$ cat config.mk
export PLATFORM = sky130hd
export DESIGN_NAME = vr2d_cell
export DESIGN_NICKNAME = d
export VERILOG_FILES = /design/src/rtl/vr2d_pkg.sv /design/src/rtl/vr2d_cell.sv
export SDC_FILE = /design/constraint.sdc
export NUM_CORES = 1
export LEC_CHECK = 0
export BUFFER_PORTS_ARGS = -buffer_cell sky130_fd_sc_hd__buf_2
export CORE_UTILIZATION = 50
export CTS_CLUSTER_DIAMETER = 50
export DETAILED_ROUTE_END_ITERATION = 10
export PLACE_DENSITY = 0.87
export SLEW_MARGIN = 20
export SYNTH_ARGS = -nofsm -noshare
export SYNTH_HDL_FRONTEND = slang
export SYNTH_SLANG_ARGS = --single-unit
$ cat constraint.sdc
create_clock -name clk -period 5.68 [get_ports clk]
set_input_delay 1.136 -clock clk [delete_from_list [all_inputs] [get_ports clk]]
set_output_delay 1.136 -clock clk [all_outputs]
set_load 0.01 [all_outputs]
$ cat src/rtl/vr2d_pkg.sv
`timescale 1ns / 1ps
`default_nettype none
// ----------------------------------------------------------------------------
// vr2d_pkg: shared types and constants for the 2D vector rotator
// Holds the pipeline control word, quadrant and angle-unit codes, the
// angle-to-phase scale factors and the CORDIC arctangent table.
// ----------------------------------------------------------------------------
package vr2d_pkg;

  // Control word that travels alongside every pipeline stage.
  typedef struct packed {
    logic       vld;
    logic [1:0] quad;
  } ctl_t;

  // Quarter-turn codes applied after the CORDIC.
  localparam logic [1:0] QUAD_0 = 2'd0;
  localparam logic [1:0] QUAD_1 = 2'd1;
  localparam logic [1:0] QUAD_2 = 2'd2;
  localparam logic [1:0] QUAD_3 = 2'd3;

  // Angle unit select.
  localparam logic MODE_DEG = 1'b0;
  localparam logic MODE_RAD = 1'b1;

  // Sine and cosine carry 30 fraction bits (Q2.30).
  localparam int unsigned TRIG_FRAC = 30;

  // CORDIC start value: reciprocal of the CORDIC gain in Q2.30.
  localparam logic signed [31:0] INV_GAIN_Q30 = 32'sd652032874;

  // Scale from angle to phase, 2^64 per full turn:
  // 2^64 / (2*pi) for radians and 2^64 / 360 for degrees.
  localparam logic [63:0] K_RAD = 64'h28BE60DB9391054A;
  localparam logic [63:0] K_DEG = 64'd51240955760304310;

  // Largest number of CORDIC cells the arctangent table supports.
  localparam int unsigned MAX_CELLS = 32;

  // Arctangent of 2^-i in phase units (2^32 per turn), rounded.
  function automatic logic [31:0] atan_turn(input logic [4:0] idx);
    logic [31:0] val;
    begin
      case (idx)
        5'd0:  val = 32'd536870912;
        5'd1:  val = 32'd316933406;
        5'd2:  val = 32'd167458907;
        5'd3:  val = 32'd85004756;
        5'd4:  val = 32'd42667331;
        5'd5:  val = 32'd21354465;
        5'd6:  val = 32'd10679838;
        5'd7:  val = 32'd5340245;
        5'd8:  val = 32'd2670163;
        5'd9:  val = 32'd1335087;
        5'd10: val = 32'd667544;
        5'd11: val = 32'd333772;
        5'd12: val = 32'd166886;
        5'd13: val = 32'd83443;
        5'd14: val = 32'd41722;
        5'd15: val = 32'd20861;
        5'd16: val = 32'd10430;
        5'd17: val = 32'd5215;
        5'd18: val = 32'd2608;
        5'd19: val = 32'd1304;
        5'd20: val = 32'd652;
        5'd21: val = 32'd326;
        5'd22: val = 32'd163;
        5'd23: val = 32'd81;
        5'd24: val = 32'd41;
        5'd25: val = 32'd20;
        5'd26: val = 32'd10;
        5'd27: val = 32'd5;
        5'd28: val = 32'd3;
        5'd29: val = 32'd1;
        5'd30: val = 32'd1;
        5'd31: val = 32'd0;
        default: val = 32'd0;
      endcase
      return val;
    end
  endfunction

endpackage
`default_nettype wire

$ cat src/rtl/vr2d_cell.sv
`timescale 1ns / 1ps
`default_nettype none
// ----------------------------------------------------------------------------
// vr2d_cell: one CORDIC rotation cell
// Performs one micro-rotation by the arctangent of 2^-IDX toward a zero
// residual angle and passes the vector and its side data to the next cell.
// ----------------------------------------------------------------------------
module vr2d_cell #(
  parameter int COORD_WIDTH = 32,
  parameter int IDX         = 0
) (
  input  wire                           clk,
  input  wire                           rst_n,
  input  wire                           en,
  input  vr2d_pkg::ctl_t                ctl_i,
  input  wire signed [COORD_WIDTH-1:0]  x_i,
  input  wire signed [COORD_WIDTH-1:0]  y_i,
  input  wire signed [31:0]             cx_i,
  input  wire signed [31:0]             sy_i,
  input  wire signed [31:0]             z_i,
  output vr2d_pkg::ctl_t                ctl_o,
  output logic signed [COORD_WIDTH-1:0] x_o,
  output logic signed [COORD_WIDTH-1:0] y_o,
  output logic signed [31:0]            cx_o,
  output logic signed [31:0]            sy_o,
  output logic signed [31:0]            z_o
);

  localparam logic signed [31:0] ATAN = vr2d_pkg::atan_turn(5'(IDX));

  logic signed [31:0] cx_nxt, sy_nxt, z_nxt, cx_r, sy_r, z_r;
  logic signed [COORD_WIDTH-1:0] x_r, y_r;
  vr2d_pkg::ctl_t ctl_r;

  // Rotate toward zero residual: direction follows the residual's sign.
  always_comb begin
    if (!z_i[31]) begin
      cx_nxt = cx_i - (sy_i >>> IDX);
      sy_nxt = sy_i + (cx_i >>> IDX);
      z_nxt  = z_i - ATAN;
    end else begin
      cx_nxt = cx_i + (sy_i >>> IDX);
      sy_nxt = sy_i - (cx_i >>> IDX);
      z_nxt  = z_i + ATAN;
    end
  end

  // Control word.
  always_ff @(posedge clk) begin
    if (!rst_n) begin
      ctl_r <= '0;
    end else if (en) begin
      ctl_r <= ctl_i;
    end
  end

  // Payload.
  always_ff @(posedge clk) begin
    if (en) begin
      cx_r <= cx_nxt;
      sy_r <= sy_nxt;
      z_r  <= z_nxt;
      x_r  <= x_i;
      y_r  <= y_i;
    end
  end

  assign ctl_o = ctl_r;
  assign x_o   = x_r;
  assign y_o   = y_r;
  assign cx_o  = cx_r;
  assign sy_o  = sy_r;
  assign z_o   = z_r;

endmodule
`default_nettype wire

[Word-level counts from Yosys, hierarchy flattened]
Cells that the tools add are included.
Word-level totals
  flip-flop bits (word level): 163
  word-level logic and storage cells: 15
Operators by class
  add/sub/neg operators: 5
  multiplexer cells: 3
Operators by type and width (count)
  $mux 32: 3
  $sub 32x32->32: 2
  $add 32x31->32 const B: 1
  $add 32x32->32: 1
  $sub 32x31->32 const B: 1

[Longest topological paths before layout]
  word-level depth: 2
  gate-level depth with buffers: 12

[Least setup slack after synthesis]
Ideal clock, no wire load.
  kind: input to register
  start point: in cx_i[0]
  end point: reg sy_r[30] (netlist: sy_o[30]), data pin
  setup time: 264 ps
  data arrival time: 3422 ps
  data required time: 5416 ps
  setup slack: 1995 ps
  cell stages on the path: 11
  path buffers: 0
  cells stage by stage: ha_1 fa_1 nor2b_1 o311ai_2 a211oi_2 a21oi_2 nor2_1 a211o_1 a2111oi_2 o311ai_1 xnor2_1
Between the ends
  cells in the longest elaborated chain, start to end: 2
RTL lines
  start: declaration: RTL line vr2d_cell.sv:18  | input wire signed [31:0] cx_i,
  $add 32x32->32 / $sub 32x32->32 (equally long branches): RTL line vr2d_cell.sv:39, vr2d_cell.sv:43
  $mux 32 *: RTL line vr2d_cell.sv:37  | if (!z_i[31]) begin
  named net sy_nxt[30]: RTL line vr2d_cell.sv:31  | logic signed [31:0] cx_nxt, sy_nxt, z_nxt, cx_r, sy_r, z_r;
  end signal: assignment: RTL line vr2d_cell.sv:61  | sy_r <= sy_nxt;
  end: declaration: RTL line vr2d_cell.sv:31
The timed path passes the listed nets; every way through them passes the cells marked *.
A chain may end at the register's enable or synchronous reset.

[Worst setup path in the final report]
  start point: in cx_i[18]
  end point: reg cx_r[29] (netlist: cx_o[29]), data pin
Between the ends
  cells in the longest elaborated chain, start to end: 2
RTL lines
  $sub 32x32->32 / $add 32x32->32 (equally long branches): RTL line vr2d_cell.sv:38, vr2d_cell.sv:42
  $mux 32 *: RTL line vr2d_cell.sv:37
  named net cx_nxt[29]: RTL line vr2d_cell.sv:31
  end signal: assignment: RTL line vr2d_cell.sv:60  | cx_r <= cx_nxt;
  end: declaration: RTL line vr2d_cell.sv:31
Marked as above.

==> impl_metrics.ini <==
[global_route]
grt_pass1_vias = 8623
grt_pass1_wl_mm = 48.8
grt_overflow = 0
grt_max_degree = 163
grtUsageTotal = 0.296
grt_antenna_before_repair = 1

[floorplan]
io_pins = 329
rows = 52
core-area_um2 = 20400
die_y_um = 147
start_util = 0.514
die_w_um = 147
dieArea_um2 = 21500

[timing]
max_clock_freq_mhz = 264
setup_viol = 0
worst_slack_ns = 1.90
period_needed_ns = 3.78
slew_headroom = 0.347
finalSetupTns_ns = 0
worstMarginPinSlew_ns = 0.979
clock_skew_ns = 0
final_max_slew_viol_count = 0
rsz0062_at_grt = false
hold_violations = 0
min_period_over_period = 0.666
timing.hold.ws_ns = 0.555

[finish]
final_common_cell = buf_2
final_nets = 1596
post-route-util = 0.634
fin_cells = 1609
drive_gt1_frac = 0.300
syn2layout_area_growth_pct = 23.2
layout_common_cells = buf_2 (327), edfxtp_1 (159), a21oi_1 (122)

[yosys]
yosysSeqAreaShare = 0.462
ys.flop_type = edfxtp_1
syn_nets = 1286
synthArstFlopShare = 0
yosys.area.top_type = edfxtp_1
ys_ff_latch = 162
synth-edff-count = 159
syn-cell-area_um2 = 10500
synth_top_area_share = 0.456
yosys_warnings = 0
synth_area_leaders = edfxtp_1 (46%), ha_1 (12%), a21oi_1 (5.8%)
netlist_instances = 1015
avgSynthCellArea_um2 = 10.3
yosysUniqueCellTypes = 72

[detailed_routing]
routed_wl_mm = 32.1
vias = 9188
vias_per_cell = 5.71
first_pass_iters = 5
drt-wirelength-per-cell_um = 20.0
drcViolationCount = 0
drtIter0Drc = 933
postRouteAntennaNets = 0

[pwr]
leakagePower_nw = 5.78
power_density_nw_per_um2 = 283
sw_frac_of_total = 0.327
switching_power_w = 0.00119
ir_drop_uv = 168
p_int_w = 0.00245
p_comb_frac = 0.274
clockPowerShare = 0.307
seqPwrFrac = 0.419

[clocking]
clockBufferDepth = 2
cts_num_sinks = 162
cts-hold-fix-buffers = 0
insertion_delay_ns = 0.42
postCtsSetupBuffers = 0
cts.repair.resized = 0
tritoncts.num_buffers = 17
htree_levels = 4
clk_transition_reported_paths_ns = 0.07
cts_tree = built
root_buffer = clkbuf_16

[run]
max_cap_violations = 0

[setup_path]
start_kind = primary input
cp-end-kind = flop
cp.arrival_ns = 3.95
rr_worst_depth = 2
critical_path_required_ns = 5.84
crit_type = in -> reg
r2r-end = ctl_o[0]$_SDFFE_PN0P_
cp_max_fo = 11
reg2reg_slack_ns = 5.05
reg2reg_from = ctl_o[0]$_SDFFE_PN0P_

[placement]
io_buffer_count = 328
gp_congestion = 0.980
hpwl_mm = 25.6
dp_slack_ns = 1.48
placed_cells = 1576

[min_path]
min_delay_worst_endpoint = ctl_o[1]$_SDFFE_PN0P_
min-delay-start = ctl_o[1]$_SDFFE_PN0P_
holdPathStages = 2
holdCritPathClass = reg -> reg

[outcome]
outcome = completed
==> cells by family (layout without fill, tap and decap cells) <==
logic type	after synthesis	after routing	synth area share
muxes	15	15	0.0146
other	0	1	0
xor gates and xnor gates	62	62	0.0518
AOI/OAI and AO/OA	312	312	0.193
and+or+nand+nor	219	219	0.0984
adders and majority gates	105	105	0.128
DFF	162	162	0.462
buffers and inverters	140	463	0.0533
==> layout make-up <==
cell class              count  area, um^2
diodes                      1        2.50
clock buffers              17         425
clock inverters            15         159
fillers                  1697        7460
inverters                  98         368
multi-input cells         713        5080
flip-flops and latches    162        4830
well taps                 270         338
repair buffers            333        1700
==> critical path, cell delays in order <==
cell	delay (ns)
buf_2	0.11
inv_1	0.06
ha_1	0.52
inv_2	0.17
nor2_1	0.34
nand2_1	0.14
nor4_1	0.65
a2111oi_2	0.16
o21bai_1	0.28
a2111oi_2	0.11
a21oi_1	0.18
xnor2_1	0.09
==> worst max path at each step <==
stage                     slack (ns)  startpoint  cells past startpoint            endpoint
after CTS                       1.92     cx_i[0]                     12  cx_o[30]$_DFFE_PP_
after global routing            1.72    cx_i[19]                     12  cx_o[29]$_DFFE_PP_
after global placement          1.54     cx_i[0]                     12  sy_o[30]$_DFFE_PP_
after floorplan                 1.99     cx_i[0]                     11  sy_o[30]$_DFFE_PP_
after detailed placement        1.48     cx_i[0]                     12  sy_o[30]$_DFFE_PP_
final                           1.90    cx_i[18]                     12  cx_o[29]$_DFFE_PP_
==> layer usage <==
metal  part of all wire  track usage  vias up
li1                   -            -     4301
met1               0.41        0.406     4349
met2               0.47        0.472      482
met3              0.089       0.0581       56
met4              0.026       0.0953        0
met5                  0            0        -
==> registers in the layout (all words and copies together) (netlist names) <==
register  cells
ctl_o         3
x_o          32
cx_o         32
sy_o         31
y_o          32
z_o          32
==> synth_stat cells (all sizes together), types with 5 or more instances <==
library cell,n
ha,102
o31ai,9
a21boi,5
o311ai,6
o21a,6
nand3,15
buf,19
nor2b,14
nand4,12
a21o,23
a211oi,12
o21ai,59
nor3,21
nor4,8
nor2,88
edfxtp,159
clkbuf,23
nand2b,6
o21bai,17
mux2i,13
inv,95
a211o,5
nand2,40
xor2,5
a21oi,124
a31oi,5
xnor2,57
o211ai,8
==> metrics by stage <==
stage / total power (W) / cell area [um^2]
2_1_floorplan: 0.00212 / 10500
3_3_place_gp: 0.00251 / 12300
3_5_place_dp: 0.00254 / 12300
4_1_cts: 0.00366 / 12900
5_1_grt: 0.00381 / 12900
6_report: 0.00365 / 12900
==> power groups by stage <==
| stage | registers [W] | clock network [W] | logic, W |
|---|---|---|---|
| after global placement | 0.00155 | 0 | 0.000963 |
| after detailed placement | 0.00156 | 0 | 0.000981 |
| after CTS | 0.00153 | 0.00114 | 0.000985 |
| after global routing | 0.00154 | 0.00119 | 0.00107 |
| after floorplan | 0.00163 | 0 | 0.000499 |
| final | 0.00153 | 0.00112 | 0.000999 |
(Power assumes the default switching activity.)
