--- src/rtl/vr2d_pkg.sv ---
`timescale 1ns / 1ps
`default_nettype none
// ----------------------------------------------------------------------------
// vr2d_pkg: shared types and constants for the 2D vector rotator
// Holds the pipeline control word, quadrant and angle-unit codes, the
// angle-to-phase scale factors and the CORDIC arctangent table.
// ----------------------------------------------------------------------------
package vr2d_pkg;

  // Control word that travels alongside every pipeline stage.
  typedef struct packed {
    logic       vld;
    logic [1:0] quad;
  } ctl_t;

  // Quarter-turn codes applied after the CORDIC.
  localparam logic [1:0] QUAD_0 = 2'd0;
  localparam logic [1:0] QUAD_1 = 2'd1;
  localparam logic [1:0] QUAD_2 = 2'd2;
  localparam logic [1:0] QUAD_3 = 2'd3;

  // Angle unit select.
  localparam logic MODE_DEG = 1'b0;
  localparam logic MODE_RAD = 1'b1;

  // Sine and cosine carry 30 fraction bits (Q2.30).
  localparam int unsigned TRIG_FRAC = 30;

  // CORDIC start value: reciprocal of the CORDIC gain in Q2.30.
  localparam logic signed [31:0] INV_GAIN_Q30 = 32'sd652032874;

  // Scale from angle to phase, 2^64 per full turn:
  // 2^64 / (2*pi) for radians and 2^64 / 360 for degrees.
  localparam logic [63:0] K_RAD = 64'h28BE60DB9391054A;
  localparam logic [63:0] K_DEG = 64'd51240955760304310;

  // Largest number of CORDIC cells the arctangent table supports.
  localparam int unsigned MAX_CELLS = 32;

  // Arctangent of 2^-i in phase units (2^32 per turn), rounded.
  function automatic logic [31:0] atan_turn(input logic [4:0] idx);
    logic [31:0] val;
    begin
      case (idx)
        5'd0:  val = 32'd536870912;
        5'd1:  val = 32'd316933406;
        5'd2:  val = 32'd167458907;
        5'd3:  val = 32'd85004756;
        5'd4:  val = 32'd42667331;
        5'd5:  val = 32'd21354465;
        5'd6:  val = 32'd10679838;
        5'd7:  val = 32'd5340245;
        5'd8:  val = 32'd2670163;
        5'd9:  val = 32'd1335087;
        5'd10: val = 32'd667544;
        5'd11: val = 32'd333772;
        5'd12: val = 32'd166886;
        5'd13: val = 32'd83443;
        5'd14: val = 32'd41722;
        5'd15: val = 32'd20861;
        5'd16: val = 32'd10430;
        5'd17: val = 32'd5215;
        5'd18: val = 32'd2608;
        5'd19: val = 32'd1304;
        5'd20: val = 32'd652;
        5'd21: val = 32'd326;
        5'd22: val = 32'd163;
        5'd23: val = 32'd81;
        5'd24: val = 32'd41;
        5'd25: val = 32'd20;
        5'd26: val = 32'd10;
        5'd27: val = 32'd5;
        5'd28: val = 32'd3;
        5'd29: val = 32'd1;
        5'd30: val = 32'd1;
        5'd31: val = 32'd0;
        default: val = 32'd0;
      endcase
      return val;
    end
  endfunction

endpackage
`default_nettype wire

--- src/rtl/vr2d_phase.sv ---
`timescale 1ns / 1ps
`default_nettype none
// ----------------------------------------------------------------------------
// vr2d_phase: angle to phase conversion
// Scales the fixed-point angle to a 32-bit phase (2^32 per turn) with a
// rounded constant multiply split into four partial products, then splits
// the phase into a quarter-turn code and an octant-centered residual.
// Three register stages.
// ----------------------------------------------------------------------------
module vr2d_phase #(
  parameter int COORD_WIDTH = 32,
  parameter int FRAC_BITS   = 16
) (
  input  wire                           clk,
  input  wire                           rst_n,
  input  wire                           en,
  input  vr2d_pkg::ctl_t                ctl_i,
  input  wire signed [COORD_WIDTH-1:0]  x_i,
  input  wire signed [COORD_WIDTH-1:0]  y_i,
  input  wire signed [COORD_WIDTH-1:0]  angle_i,
  input  wire                           mode_i,
  output vr2d_pkg::ctl_t                ctl_o,
  output logic signed [COORD_WIDTH-1:0] x_o,
  output logic signed [COORD_WIDTH-1:0] y_o,
  output logic signed [31:0]            z_o
);

  localparam int ALO = COORD_WIDTH / 2;     // low angle slice, unsigned
  localparam int AH  = COORD_WIDTH - ALO;   // high angle slice, signed
  localparam int SH  = 32 + FRAC_BITS;      // phase sits at bit SH
  localparam int PW  = SH + 32;             // product bits that matter
  localparam int LW  = ALO + 32;            // low-slice product width
  localparam int HW  = AH + 33;             // high-slice product width
  localparam logic [PW-1:0] HALF = {{(PW-1){1'b0}}, 1'b1} << (SH - 1);

  // Stage 1: partial products of angle times scale.
  logic [63:0]          k_sel;
  logic [ALO-1:0]       a_lo;
  logic signed [AH-1:0] a_hi;
  logic [LW-1:0]        pp_ll_nxt, pp_lh_nxt, pp_ll_r, pp_lh_r;
  logic signed [HW-1:0] pp_hl_nxt, pp_hh_nxt, pp_hl_r, pp_hh_r;
  vr2d_pkg::ctl_t       ctl1_r;
  logic signed [COORD_WIDTH-1:0] x1_r, y1_r;

  always_comb begin
    k_sel     = (mode_i == vr2d_pkg::MODE_RAD) ? vr2d_pkg::K_RAD : vr2d_pkg::K_DEG;
    a_lo      = angle_i[ALO-1:0];
    a_hi      = angle_i[COORD_WIDTH-1:ALO];
    pp_ll_nxt = a_lo * k_sel[31:0];
    pp_lh_nxt = a_lo * k_sel[63:32];
    pp_hl_nxt = a_hi * $signed({1'b0, k_sel[31:0]});
    pp_hh_nxt = a_hi * $signed({1'b0, k_sel[63:32]});
  end

  // Stage 2: align the partial products into two sums; rounding goes in here.
  logic [PW-1:0] hl_ext, hh_ext;
  logic [PW-1:0] s1_nxt, s2_nxt, s1_r, s2_r;
  vr2d_pkg::ctl_t ctl2_r;
  logic signed [COORD_WIDTH-1:0] x2_r, y2_r;

  always_comb begin
    hl_ext = {{(PW-HW){pp_hl_r[HW-1]}}, pp_hl_r};
    hh_ext = {{(PW-HW){pp_hh_r[HW-1]}}, pp_hh_r};
    s1_nxt = {{(PW-LW){1'b0}}, pp_ll_r} + ({{(PW-LW){1'b0}}, pp_lh_r} << 32);
    s2_nxt = (hl_ext << ALO) + (hh_ext << (ALO + 32)) + HALF;
  end

  // Stage 3: final add, phase pick, quadrant and residual.
  // The residual is the low 30 phase bits taken as a signed value.
  logic [PW-1:0]  sum;
  logic [31:0]    phase;
  vr2d_pkg::ctl_t ctl3_nxt, ctl3_r;
  logic signed [31:0] z_nxt, z_r;
  logic signed [COORD_WIDTH-1:0] x3_r, y3_r;

  always_comb begin
    sum           = s1_r + s2_r;
    phase         = sum[SH+31:SH];
    ctl3_nxt.vld  = ctl2_r.vld;
    ctl3_nxt.quad = phase[31:30] + {1'b0, phase[29]};
    z_nxt         = {{2{phase[29]}}, phase[29:0]};
  end

  // Valid bits.
  always_ff @(posedge clk) begin
    if (!rst_n) begin
      ctl1_r <= '0;
      ctl2_r <= '0;
      ctl3_r <= '0;
    end else if (en) begin
      ctl1_r <= ctl_i;
      ctl2_r <= ctl1_r;
      ctl3_r <= ctl3_nxt;
    end
  end

  // Payload registers.
  always_ff @(posedge clk) begin
    if (en) begin
      pp_ll_r <= pp_ll_nxt;
      pp_lh_r <= pp_lh_nxt;
      pp_hl_r <= pp_hl_nxt;
      pp_hh_r <= pp_hh_nxt;
      x1_r    <= x_i;
      y1_r    <= y_i;
      s1_r    <= s1_nxt;
      s2_r    <= s2_nxt;
      x2_r    <= x1_r;
      y2_r    <= y1_r;
      z_r     <= z_nxt;
      x3_r    <= x2_r;
      y3_r    <= y2_r;
    end
  end

  assign ctl_o = ctl3_r;
  assign x_o   = x3_r;
  assign y_o   = y3_r;
  assign z_o   = z_r;

endmodule
`default_nettype wire

--- config.mk ---
export PLATFORM = sky130hd
export DESIGN_NAME = vr2d_phase
export DESIGN_NICKNAME = d
export VERILOG_FILES = /design/src/rtl/vr2d_pkg.sv /design/src/rtl/vr2d_phase.sv
export SDC_FILE = /design/constraint.sdc
export NUM_CORES = 2
export LEC_CHECK = 0
export BUFFER_PORTS_ARGS = -buffer_cell sky130_fd_sc_hd__buf_2
export CORE_AREA = 2 2 283 355
export CTS_BUF_LIST = sky130_fd_sc_hd__clkbuf_8
export DETAILED_ROUTE_END_ITERATION = 12
export DIE_AREA = 0 0 285 357
export PLACE_DENSITY = 0.83
export SETUP_SLACK_MARGIN = 0.1
export SLEW_MARGIN = 20
export SYNTH_ARGS = -nofsm -noshare
export SYNTH_HDL_FRONTEND = slang
export SYNTH_SLANG_ARGS = --single-unit
export TNS_END_PERCENT = 50
--- constraint.sdc ---
create_clock -name clk -period 15.8 [get_ports clk]
set_clock_uncertainty 0.05 [all_clocks]
set_input_delay 2.37 -clock clk [delete_from_list [all_inputs] [get_ports clk]]
set_output_delay 2.37 -clock clk [all_outputs]
set_load 0.02 [all_outputs]
# After elaboration in Yosys (flattened, before gate mapping)
# Index checks and enable logic that the tools add are counted.
[totals] inputBits=103 wordCells=27 reg_bits=564 out_inout_bits=99
[classes] add_sub_neg=5 n_mux=1 n_mul=4
[ops] operator="adder 80 bit" n=2
[ops] operator="adder 48 x 80 -> 80 bit" n=1
[ops] operator="adder 80 x 48 -> 80 bit, second input constant" n=1
[ops] operator="2-to-1 mux 62 bit" n=1
[ops] operator="multiplier 16 x 33 -> 49 bit" n=1
[ops] operator="multiplier 16 x 32 -> 48 bit" n=1
[ops] operator="multiplier 16 x 30 -> 46 bit" n=1
[ops] operator="multiplier 16 x 31 -> 32 bit" n=1
[ops] operator="adder 2 x 1 -> 2 bit" n=1

# Depth between registers and ports, before layout
[logic_depth] depth_word=2 mapped_depth=30

# Least setup slack after synthesis
# Ideal clock, no wire load.
[synth_timing] kind="input to register" from="input mode_i" to="register pp_lh_r[38] (data pin)" t_required_ns=15.491 path_buffers=2 t_arrival_ns=9.102 setup_ns=0.259 setup_slack_ns=6.389 stages=21 path_cell_list="clkinv_1 -> clkbuf_1 -> buf_1 -> nor2_1 -> fa_1 -> fa_1 -> fa_1 -> fa_1 -> fa_1 -> inv_1 -> fa_1 -> inv_1 -> ha_1 -> a2111oi_0 -> or3b_2 -> o21ai_2 -> o211ai_1 -> a2111oi_2 -> o31ai_1 -> a21oi_1 -> xnor2_1"
[synth_between] elab_chain_len=2
[synth_rtl] item="from (decl)" line_no="vr2d_phase.sv:21" rtl="input wire mode_i,"
[synth_rtl] item="2-to-1 mux 62 bit" line_no="vr2d_phase.sv:46" rtl="k_sel = (mode_i == vr2d_pkg::MODE_RAD) ? vr2d_pkg::K_RAD : vr2d_pkg::K_DEG;"
[synth_rtl] item="multiplier 16 x 30 -> 46 bit" line_no="vr2d_phase.sv:50" rtl="pp_lh_nxt = a_lo * k_sel[63:32];"
[synth_rtl] item="net pp_lh_nxt[38]" line_no="vr2d_phase.sv:40" rtl="logic [LW-1:0] pp_ll_nxt, pp_lh_nxt, pp_ll_r, pp_lh_r;"
[synth_rtl] item="to (signal assigned)" line_no="vr2d_phase.sv:101" rtl="pp_lh_r <= pp_lh_nxt;"
[synth_rtl] item="to (decl)" line_no="vr2d_phase.sv:40"
# The timed path passes the listed nets, and every way through them passes these cells.
# A chain may end at the register's enable or synchronous reset.

# Final worst setup path
[layout_timing] from="input mode_i" to="register pp_hl_r[47] (data pin)"
[layout_between] elab_chain_len=2
[layout_rtl] item="2-to-1 mux 62 bit" line_no="vr2d_phase.sv:46"
[layout_rtl] item="multiplier 16 x 33 -> 49 bit" line_no="vr2d_phase.sv:51" rtl="pp_hl_nxt = a_hi * $signed({1'b0, k_sel[31:0]});"
[layout_rtl] item="net pp_hl_nxt[47]" line_no="vr2d_phase.sv:41" rtl="logic signed [HW-1:0] pp_hl_nxt, pp_hh_nxt, pp_hl_r, pp_hh_r;"
[layout_rtl] item="to (signal assigned)" line_no="vr2d_phase.sv:102" rtl="pp_hl_r <= pp_hl_nxt;"
[layout_rtl] item="to (decl)" line_no="vr2d_phase.sv:41"
# The timed path passes the listed nets, and every way through them passes these cells.

==> flow_summary.yaml <==
status:
  outcome: "completed"
synth:
  syn_inst: 5359
  synth-compound-area-share_pct: 7.75
  synth_edf_count: 504
  synth_area_per_cell_um2: 10.9
  synth_simple_gate_area_share_pct: 5.45
  synthAdderAreaFrac_pct: 46.9
  yosysWarnings: 0
  synth_seq_area_share_pct: 26.0
  synth-xor-area-share_pct: 4.07
  ys.flop_type: "edfxtp_1"
  async_flop_share_pct: 0
  synthDistinctLibCells: 77
  synth.area.mux_share_pct: 0.105
  synth_top_family_by_area: "adder cells"
  syn_area_um2: 58600
  ys_ff_latch: 509
critical_path:
  slowest_stage: "a2111oi_2"
  reg2reg_from: "s1_r[48]"
  crit_type: "in -> reg"
  slowest_delay_ps: 680
  rr_worst_depth: 16
  r2r_end: "ctl_o[1]"
  crit_path_start_kind: "input pin"
  critPathCaptureType: "flop"
  path_buf_inv: 8
  crit_family: "adder cells"
  arrival_ps: 11020
  cp_max_fo: 49
  critPathRequiredTime_ps: 16170
  ff2ff_setup_slack_ps: 11460
clocking:
  cts_hold_buf: 0
  clock_sinks: 509
  root_buffer: "clkbuf_8"
  cts_resized: 0
  path_clk_slew_ps: 60
  htreeDepth: 3
  cts_tree: "yes"
  clk_path_buf_depth: 3
  clk-insertion-delay-late_ps: 700
  postCtsSetupBuffers: 0
  cts_made_buffers: 77
detailed_routing:
  drc: 0
  wl_um: 154000
  via_per_inst: 5.61
  post_drt_wl_per_cell_um: 22.0
  ant_nets: 0
  vias: 39300
  firstDrtPassIters: 6
  drt_iter0_drc: 2948
grt:
  overflow: 0
  grt_max_degree: 121
  grtUsageTotal_pct: 31.1
  antenna_found_initial: 3
  grt_pass1_vias: 41500
  grt_pass1_wl_um: 237000
min_path:
  hp-start: "y1_r[19]"
  hold_path_class: "reg -> reg"
  min_path_cells: 0
  hold_path_end: "y2_r[19]"
finish:
  final_net_count: 7414
  final_common_cell: "inv_1"
  drive_above_1_share_pct: 6.20
  fillerInstances: 7754
  area_growth_syn_to_layout_pct: 7.21
  regArea_um2: 15200
  final_cell_mix: "inv_1 (1,459), fa_1 (862), ha_1 (817)"
  multi_input_area_um2: 37800
  fin_util_pct: 63.8
die:
  num_io_pins: 202
  initial_utilization_pct: 59.5
  die_area_um2: 102000
  core_um2: 98500
  die_width_um: 285
  rows: 129
  fp.dieH_um: 357
timing:
  relSlewSlack_pct: 31.2
  grt_setup_unrepaired: "false"
  worst_pin_slew_ps: 1030
  holdWs_ps: 342
  finalHoldViolCount: 0
  setup_viol: 0
  fin_crit_sh_pct: 67.4
  final_max_slew_viol_count: 0
  max_freq_ghz: 0.0940
  tns_ps: 0
  min_period_ps: 10640
placed_design:
  dp_hpwl_um: 129000
  gp_congestion: 1.04
  io_buffers: 199
run:
  maxCapViolations: 0
==> state kept, by name, indices dropped and copies added, names as in the netlist, 3 cells and up <==
| signal | cells |
|---|---|
| y2_r | 32 |
| s1_r | 62 |
| pp_lh_r | 46 |
| pp_hl_r | 48 |
| y_o | 32 |
| y1_r | 32 |
| z_o | 30 |
| x1_r | 32 |
| pp_ll_r | 31 |
| pp_hh_r | 32 |
| ctl_o | 3 |
| s2_r | 63 |
| x2_r | 32 |
| x_o | 32 |
==> cells by family after synthesis <==
| family | count (synthesis) |
|---|---|
| AND/OR/NAND/NOR | 670 |
| AO/OA/AOI/OAI | 709 |
| multiplexers | 6 |
| adder cells (fa/ha/maj) | 1679 |
| other | 2 |
| buffers and inverters | 1512 |
| flip-flops | 509 |
| XOR/XNOR | 272 |
==> worst register-to-register path, stage by stage (launching register included) <==
cell,delay [ps]
edfxtp_1,370
ha_1,430
nand4_1,190
nor4_1,380
nand2_1,180
a311oi_1,740
nor2_1,260
o31ai_1,330
buf_4,200
o21ai_0,170
nand2_1,150
a21oi_1,90
xnor2_1,140
ha_1,180
xor2_1,170
xnor2_1,130
a21oi_1,80
==> metrics by stage <==
stage                     setup slack, ps  cell area, um^2  instances
final                                5160            62800       7004
after global placement               4800            61300       6863
after global routing                 4970            62800       7003
after floorplan                      6390            58700       5400
after detailed placement             4760            61300       6863
after CTS                            5460            62800       7001
==> cell usage after synthesis (all sizes together) (5+ instances only) <==
cell type | n | area (um^2)
ha | 817 | 10200
a21o | 115 | 863
o21a | 31 | 233
or3 | 7 | 43.8
and3 | 33 | 206
o21bai | 40 | 300
a2111oi | 14 | 143
dfxtp | 5 | 100
inv | 1443 | 5420
and4 | 10 | 87.6
or2 | 11 | 68.8
xor2 | 75 | 657
mux2i | 5 | 50.1
a211o | 5 | 43.8
fa | 862 | 17300
clkbuf | 62 | 233
buf | 6 | 30.0
a211oi | 22 | 165
o21ai | 127 | 639
nor2b | 34 | 213
nor3 | 47 | 235
nand2b | 26 | 163
nand4 | 40 | 250
a21oi | 235 | 1180
a21boi | 9 | 67.6
o22ai | 6 | 37.5
edfxtp | 504 | 15100
xnor2 | 197 | 1730
nor4 | 9 | 56.3
o211ai | 17 | 133
nand3 | 63 | 315
a31oi | 25 | 156
and2 | 15 | 93.8
nand2 | 202 | 758
o31ai | 14 | 119
nor2 | 161 | 604
a311oi | 5 | 50.0
==> layout make-up <==
class                   instances  area share [%]
diodes                          3          0.0120
clock buffers                  77            1.69
clock inverters                61           0.719
inverters                    1444            8.63
multi-input cells            3379            60.2
flip-flops and latches        509            24.3
well taps                    1310            2.61
repair buffers                221            1.86
==> worst max path at each step <==
| stage | depth (start not counted) | end | from |
|---|---|---|---|
| floorplan | 21 | pp_lh_r[38] | mode_i |
| global placement | 26 | pp_hl_r[48] | mode_i |
| detailed placement | 26 | pp_hl_r[48] | mode_i |
| CTS | 26 | pp_hl_r[48] | mode_i |
| global route | 26 | pp_hl_r[48] | mode_i |
| finish | 26 | pp_hl_r[47] | mode_i |
==> layer usage <==
layer	up-vias	track usage [%]	routed length (um)
met3	397	6.40	13000
li1	17800	-	-
met5	-	0.556	90
met1	19400	39.6	60200
met4	4	14.7	8610
met2	1718	51.2	72000
Power is left out: the tool's default activity adds up to more than one toggle a clock period on the data nets, which glitch-free logic cannot reach.
